[src/rtl/imm_pkg.sv]
`timescale 1ns / 1ps

package imm_pkg;

    // Matrix dimensions
    localparam int ROWS_A    = 16;
    localparam int INNER_MAX = 16;
    localparam int COLS_B    = 16;

    localparam int A_DEPTH  = ROWS_A * INNER_MAX;
    localparam int B_DEPTH  = INNER_MAX * COLS_B;
    localparam int A_ADDR_W = $clog2(A_DEPTH);
    localparam int B_ADDR_W = $clog2(B_DEPTH);

    // Inner index and inner count widths
    localparam int K_W     = (INNER_MAX > 1) ? $clog2(INNER_MAX) : 1;
    localparam int K_CNT_W = $clog2(INNER_MAX + 1);

    // Field widths
    localparam int TYPE_W = 2;
    localparam int IDX_W  = 4;
    localparam int DATA_W = 32;
    localparam int LEN_W  = 5;

    // Command queue between front and back
    localparam int QUEUE_DEPTH = 2;
    localparam int QPTR_W      = (QUEUE_DEPTH > 1) ? $clog2(QUEUE_DEPTH) : 1;
    localparam int QCNT_W      = $clog2(QUEUE_DEPTH + 1);

    // Configuration port
    localparam int PADDR_W  = 3;
    localparam int PDATA_W  = 32;
    localparam int REG_IDX_W = PADDR_W - 2;
    localparam logic [REG_IDX_W-1:0] REG_INNER_LENGTH = REG_IDX_W'(0);
    localparam logic [LEN_W-1:0]     INNER_LENGTH_RESET = LEN_W'(16);

    // Request types on the input channel
    localparam logic [TYPE_W-1:0] REQ_WRITE_A = 2'd0;
    localparam logic [TYPE_W-1:0] REQ_WRITE_B = 2'd1;
    localparam logic [TYPE_W-1:0] REQ_COMPUTE = 2'd2;

    // Classified operations in the queue
    localparam logic [1:0] OP_WR_A = 2'd0;
    localparam logic [1:0] OP_WR_B = 2'd1;
    localparam logic [1:0] OP_CALC = 2'd2;

    typedef struct packed {
        logic [TYPE_W-1:0]        req_type;
        logic [IDX_W-1:0]         row_index;
        logic [IDX_W-1:0]         column_index;
        logic signed [DATA_W-1:0] element_value;
    } imm_in_t;

    typedef struct packed {
        logic [IDX_W-1:0]         result_row;
        logic [IDX_W-1:0]         result_column;
        logic signed [DATA_W-1:0] dot_sum;
    } imm_out_t;

    typedef struct packed {
        logic [1:0]        op;
        logic              in_range;
        logic [IDX_W-1:0]  row;
        logic [IDX_W-1:0]  col;
        logic [DATA_W-1:0] value;
    } imm_cmd_t;

    typedef struct packed {
        logic busy;
        logic mac_active;
    } imm_back_stat_t;

endpackage

[src/rtl/imm_front.sv]
`timescale 1ns / 1ps

module imm_front
    import imm_pkg::*;
(
    input  logic     clk,
    input  logic     rst_n,
    input  logic     item_valid,
    output logic     item_stall,
    input  imm_in_t  item,
    output logic     cmd_valid,
    output imm_cmd_t cmd,
    input  logic     cmd_pop
);

    imm_cmd_t          q_reg [QUEUE_DEPTH];
    logic [QPTR_W-1:0] wr_ptr_reg, wr_ptr_next;
    logic [QPTR_W-1:0] rd_ptr_reg, rd_ptr_next;
    logic [QCNT_W-1:0] count_reg, count_next;

    logic     accept;
    logic     keep;
    imm_cmd_t new_cmd;
    logic     push;
    logic     pop;

    assign item_stall = (count_reg == QCNT_W'(QUEUE_DEPTH));
    assign accept     = item_valid && !item_stall;

    // Classify: drop unused types and out-of-range writes
    always_comb
    begin
        new_cmd.row      = item.row_index;
        new_cmd.col      = item.column_index;
        new_cmd.value    = item.element_value;
        new_cmd.op       = OP_CALC;
        new_cmd.in_range = 1'b0;
        keep             = 1'b0;
        case (item.req_type)
            REQ_WRITE_A:
            begin
                new_cmd.op = OP_WR_A;
                keep = (item.row_index < ROWS_A) && (item.column_index < INNER_MAX);
            end
            REQ_WRITE_B:
            begin
                new_cmd.op = OP_WR_B;
                keep = (item.row_index < INNER_MAX) && (item.column_index < COLS_B);
            end
            REQ_COMPUTE:
            begin
                new_cmd.op       = OP_CALC;
                new_cmd.in_range = (item.row_index < ROWS_A) && (item.column_index < COLS_B);
                keep             = 1'b1;
            end
            default:
            begin
                keep = 1'b0;
            end
        endcase
    end

    assign push = accept && keep;
    assign pop  = cmd_pop && cmd_valid;

    assign cmd_valid = (count_reg != '0);
    assign cmd       = q_reg[rd_ptr_reg];

    always_comb
    begin
        wr_ptr_next = wr_ptr_reg;
        rd_ptr_next = rd_ptr_reg;
        count_next  = count_reg;
        if (push)
        begin
            wr_ptr_next = (wr_ptr_reg == QPTR_W'(QUEUE_DEPTH - 1)) ? '0 : wr_ptr_reg + 1'b1;
        end
        if (pop)
        begin
            rd_ptr_next = (rd_ptr_reg == QPTR_W'(QUEUE_DEPTH - 1)) ? '0 : rd_ptr_reg + 1'b1;
        end
        if (push && !pop)
        begin
            count_next = count_reg + 1'b1;
        end
        else if (pop && !push)
        begin
            count_next = count_reg - 1'b1;
        end
    end

    always_ff @(posedge clk or negedge rst_n)
    begin
        if (!rst_n)
        begin
            wr_ptr_reg <= '0;
            rd_ptr_reg <= '0;
            count_reg  <= '0;
        end
        else
        begin
            wr_ptr_reg <= wr_ptr_next;
            rd_ptr_reg <= rd_ptr_next;
            count_reg  <= count_next;
        end
    end

    always_ff @(posedge clk)
    begin
        if (push)
        begin
            q_reg[wr_ptr_reg] <= new_cmd;
        end
    end

endmodule

[config.mk]
export PLATFORM = sky130hd
export DESIGN_NAME = imm_front
export DESIGN_NICKNAME = d
export VERILOG_FILES = /design/src/rtl/imm_pkg.sv /design/src/rtl/imm_front.sv
export SDC_FILE = /design/constraint.sdc
export NUM_CORES = 1
export LEC_CHECK = 0
export BUFFER_PORTS_ARGS = -buffer_cell sky130_fd_sc_hd__buf_2
export CAP_MARGIN = 20
export CORE_ASPECT_RATIO = 0.9
export CORE_MARGIN = 3
export CORE_UTILIZATION = 52
export DETAILED_ROUTE_END_ITERATION = 12
export GPL_TIMING_DRIVEN = 0
export PLACE_DENSITY = 0.9
export SETUP_SLACK_MARGIN = 0.15
export SYNTH_ARGS = -nofsm -noshare
export SYNTH_HDL_FRONTEND = slang
export SYNTH_SLANG_ARGS = --single-unit
[constraint.sdc]
create_clock -name clk -period 4.1 [get_ports clk]
set_clock_uncertainty 0.15 [all_clocks]
set_input_delay 0.41 -clock clk [delete_from_list [all_inputs] [get_ports clk]]
set_output_delay 0.41 -clock clk [all_outputs]
set_load 0.05 [all_outputs]
# [Word-level counts from Yosys, hierarchy flattened]
# Memories as Yosys holds them, arrays and structs flattened.
# Index checks and enable logic that the tools add are counted.
[classes] n_reduce_logical=12 eq_ne=3 add_sub_neg=4 n_mux=9
[op_table] operator="2-to-1 mux 1 bit" count=6
[op_table] operator="logical AND 1 bit" count=5
[op_table] operator="== test 2 bit (second input constant)" count=2
[op_table] operator="2-to-1 mux 2 bit" count=2
[op_table] operator="one-hot mux 2 bit (2 select lines)" count=1
[op_table] operator="nonzero test 2 bit" count=2
[op_table] operator="logical NOT 1 bit" count=3
[op_table] operator="OR reduction 3 bit" count=1
[op_table] operator="adder 1 bit (second input constant)" count=2
[op_table] operator="adder 2 x 1 -> 2 bit (second input constant)" count=1
[op_table] operator="== test 2 x 1 -> 1 bit (second input constant)" count=1
[op_table] operator="logical NOT 2 bit" count=1
[op_table] operator="subtractor 2 x 1 -> 2 bit (second input constant)" count=1
[totals] memories=1 wordCells=32 inputBits=46 output_inout_bits=45 reg_bits=4 ramBits=86
[memory_table] memory="q_reg" words=2 width=43 rd=1 rd_clocked_by_memory_dff=0 wr=1 line_no="imm_front.sv:16" rtl="imm_cmd_t q_reg [QUEUE_DEPTH];"

# [Logic depth before layout (Yosys ltp)]
[logic_depth] ltp_word=8 depth_mapped=7 ltp_nobuf=7

# [Worst setup path before layout]
# Ideal clock, no wire load.
[synth_timing] kind="reg2reg" from="register count_reg[1]" to="memory q_reg[0][0] (netlist name) (enable)" path_stages_with_launch=4 arrival_ps=2656 setup_time_ps=443 slack_ps=850 n_path_buf=0 required_time_ps=3507 synth_period_minus_slack_ps=3250 path_cell_list="dfrtp_1 > nor2b_2 > nand3b_4 > nor2_1"
[synth_via] elab_chain_len=6
[synth_rtl] element="start, declared" line_no="imm_front.sv:19" rtl="logic [QCNT_W-1:0] count_reg, count_next;"
[synth_rtl] element="start signal, assigned" line_no="imm_front.sv:104" rtl="count_reg <= count_next;"
[synth_rtl] element="== test 2 bit" line_no="imm_front.sv:27" rtl="assign item_stall = (count_reg == QCNT_W'(QUEUE_DEPTH));"
[synth_rtl] element="net item_stall" line_no="imm_front.sv:9" rtl="output logic item_stall,"
[synth_rtl] element="logical NOT 1 bit" line_no="imm_front.sv:28" rtl="assign accept = item_valid && !item_stall;"
[synth_rtl] element="logical AND 1 bit" line_no="imm_front.sv:28"
[synth_rtl] element="logical AND 1 bit" line_no="imm_front.sv:63" rtl="assign push = accept && keep;"
[synth_rtl] element="2-to-1 mux 1 bit" line_no="imm_front.sv:110" rtl="if (push)"
[synth_rtl] element="2-to-1 mux 1 bit (implied by the code)" line_no="imm_front.sv:112" rtl="q_reg[wr_ptr_reg] <= new_cmd;"
[synth_rtl] element="end, declared" line_no="imm_front.sv:16"
# The timed path passes the listed nets, and every way through them passes these cells.

==> flow_metrics.env <==
export IMPL_synth_warning_count=0
export IMPL_worstSetupEndpointType="primary output"
export IMPL_cts_resized_gates=0
export IMPL_swShare_pct=40.8
export IMPL_finalHoldViolations=0
export IMPL_synth_seq_cells=90
export IMPL_p_clk_share_pct=15.1
export IMPL_timing_reg2reg_worst_path_depth=4
export IMPL_initial_utilization_pct=55.8
export IMPL_timing_worst_slew_pin_value_ns=0.351
export IMPL_internal_power_w=0.00200
export IMPL_switching_power_w=0.00138
export IMPL_clk_insertion_delay_late_ns=0.34
export IMPL_cellPowerDensity_mw_per_mm2=779
export IMPL_vdd_drop_max_uv=564
export IMPL_top_layer="met4"
export IMPL_worst_setup_hold_path_clk_slew_ns=0.09
export IMPL_totalPowerFinal_w=0.00338
export IMPL_grt_setup_unrepaired="no"
export IMPL_cts_tree="built"
export IMPL_status="finished, final reports clean"
export IMPL_nNetsFinal=308
export IMPL_timing_critical_path_required_ns=3.54
export IMPL_finalWirelength_mm=5.55
export IMPL_ios=91
export IMPL_setup_reg_to_reg_worst_slack_ns=2.27
export IMPL_dieArea_mm2=0.00784
export IMPL_met3_length_um=361
export IMPL_numClockSinks=90
export IMPL_rows=27
export IMPL_grt_start_max_net_pins=35
export IMPL_critical_path_arrival_ns=1.54
export IMPL_yosysUniqueCellTypes=17
export IMPL_detailed_place_hpwl_mm=4.04
export IMPL_worst_hold_class="in2reg"
export IMPL_n_fill_cell=437
export IMPL_drc_marker_count_from_the_first_detailed_route_iteration=53
export IMPL_antenna_left=0
export IMPL_synth_area_mm2=0.00354
export IMPL_routed_wl_met2_mm=2.79
export IMPL_setup_violations_final=0
export IMPL_htree_num_levels=3
export IMPL_vias_in_the_first_global_route=1767
export IMPL_clk_root_buffer_cell="sky130_fd_sc_hd__clkbuf_8"
export IMPL_die_width_um=93.0
export IMPL_via_per_inst=4.76
export IMPL_finalCriticalPeriod_ns=2.10
export IMPL_power_share_sequential_pct=37.5
export IMPL_areaGrowthSynthToFinish_pct=22.4
export IMPL_max_freq_mhz=476
export IMPL_layout_worst_path_cycle_share_pct=51.2
export IMPL_worst_slew_margin_rel_pct=76.6
export IMPL_layout_drive_gt1_share_pct=59.8
export IMPL_track_usage_pct=14.8
export IMPL_gpl_final_weighted_congestion=0.700
export IMPL_synth_yosys_seq_area_share_pct=75.8
export IMPL_path_class="reg2out"
export IMPL_clock_path_buffers=2
export IMPL_r2r_start="count_reg[1]$_DFFE_PN0P_"
export IMPL_largest_register_ff_count=86
export IMPL_routedWlPerCell_um=15.7
export IMPL_tns_ns=0
export IMPL_worstSetupEndpoint="cmd[22]"
export IMPL_synth_top_cell_area_share_pct=72.9
export IMPL_synthTopCellsByArea="sky130_fd_sc_hd__edfxtp_1, sky130_fd_sc_hd__mux2_4, sky130_fd_sc_hd__dfrtp_1, sky130_fd_sc_hd__buf_12, sky130_fd_sc_hd__mux2_2"
export IMPL_synth_area_leader_cell="sky130_fd_sc_hd__edfxtp_1"
export IMPL_final_cell_count_no_fill=353
export IMPL_maxCapViolCount=0
export IMPL_wl_met1_mm=2.36
export IMPL_grt_antenna_before_repair=0
export IMPL_place_port_buffers=90
export IMPL_die_height_um=84.3
export IMPL_combinationalPowerShare_pct=47.4
export IMPL_drt_drc_violations_left=0
export IMPL_syn_avg_cell_area_um2=22.6
export IMPL_grt_pass1_wl_mm=8.75
export IMPL_synth_net_count=204
export IMPL_via_count=1681
export IMPL_worstPathMaxFanout=10
export IMPL_crit_start="rd_ptr_reg$_DFFE_PN0P_"
export IMPL_report_final_slew_viol_count=0
export IMPL_cell_leakage_power_nw=1.74
export IMPL_postSynthCellCount=157
export IMPL_residual_overflow_from_global_routing=0
export IMPL_core_area_mm2=0.00635
export IMPL_drt_pass1_iterations=3
export IMPL_cts_made_buffers=9
export IMPL_dp_cells=336
export IMPL_reg2reg_to="q_reg[0][10]$_DFFE_PP_"
export IMPL_startpoint_type="flop"
export IMPL_antenna_cells=0
==> power by group through the flow <==
stage	combinational, W	sequential (W)	clock (W)
after CTS	0.00162	0.00127	0.000528
after global placement	0.00157	0.00129	0
after global routing	0.00167	0.00128	0.000567
final	0.00160	0.00126	0.000511
after detailed placement	0.00162	0.00129	0
after floorplan	0.00133	0.00128	0
==> placed cells by master (no fill, tap or decap), types with 3 or more instances in the layout <==
master and count:
sky130_fd_sc_hd__buf_2 90, sky130_fd_sc_hd__edfxtp_1 86, sky130_fd_sc_hd__mux2_4 39, sky130_fd_sc_hd__clkbuf_8 9, sky130_fd_sc_hd__buf_12 6, sky130_fd_sc_hd__mux2_2 4
sky130_fd_sc_hd__clkinvlp_4 4, sky130_fd_sc_hd__dfrtp_1 4, sky130_fd_sc_hd__xnor2_1 3
==> layout make-up <==
class	count	area, um2	share of cell area [%]
Buffer	6	95.1	2.19
Clock buffer	10	128	2.94
Sequential cell	90	2680	61.9
Multi-Input combinational cell	59	771	17.8
Clock inverter	6	42.5	0.981
Timing Repair Buffer	93	500	11.5
Tap cell	87	109	2.51
Inverter	2	7.51	0.173
==> worst min-delay path by stage <==
stage                                          end  slack [ns]    start  cells past startpoint
after floorplan           count_reg[0]$_DFFE_PN0P_       -0.04    rst_n                      0
after global placement    count_reg[1]$_DFFE_PN0P_        0.07    rst_n                      1
after detailed placement  count_reg[1]$_DFFE_PN0P_        0.07    rst_n                      1
after CTS                    q_reg[0][0]$_DFFE_PP_        0.08  item[0]                      1
after global routing         q_reg[0][0]$_DFFE_PP_        0.07  item[0]                      1
final                        q_reg[0][0]$_DFFE_PP_         0.1  item[0]                      1
==> per-stage QoR <==
step | util, % | instance area [um2] | setup slack [ns] | hold WS, ns
finish | 68.3 | 4340 | 2.00 | 0.0985
detailed placement | 65.4 | 4160 | 2.25 | 0.0730
global placement | 64.6 | 4100 | 0.0576 | 0.0683
floorplan | - | 3540 | 0.850 | -0.0356
global route | 68.3 | 4340 | 1.93 | 0.0722
CTS | 68.3 | 4340 | 1.97 | 0.0800
==> critical path: stages, from the launching register on <==
cell and delay [ns]:
sky130_fd_sc_hd__dfrtp_1 0.38, sky130_fd_sc_hd__buf_6 0.15, sky130_fd_sc_hd__buf_12 0.15, sky130_fd_sc_hd__mux2_4 0.30, sky130_fd_sc_hd__buf_2 0.21
==> what timing repair did <==
action / CTS / global route
hold buffers: 1 / 0
endpoints found under the hold margin: 4 / 0
setup buffers: 0 / 0
==> logic make-up (layout without fill, tap and decap cells) <==
| logic type | after synthesis | after routing | share of synthesized area, % |
|---|---|---|---|
| AND/OR/NAND/NOR | 10 | 10 | 1.94 |
| multiplexers | 43 | 43 | 17.8 |
| adder cells (fa/ha/maj) | 1 | 1 | 0.353 |
| buffers and inverters | 8 | 117 | 2.90 |
| flip-flops | 90 | 90 | 75.8 |
| XOR/XNOR | 5 | 5 | 1.24 |
==> cells in the mapped netlist, drive strengths merged <==
library cell,n
ha,1
clkbuf,1
or2,1
buf,5
nor2,3
inv,2
mux2,43
dfrtp,4
xor2,2
edfxtp,86
xnor2,3
nand3b,1
nand2,2
nor2b,3
==> metal layers <==
layer  up-vias  global-route usage [%]
met5         -                       0
met4         0                    2.80
met3         6                    5.02
met2        69                    25.0
met1       798                    18.9
li1        808                       -
No activity file was read; power rests on OpenSTA's default activity.
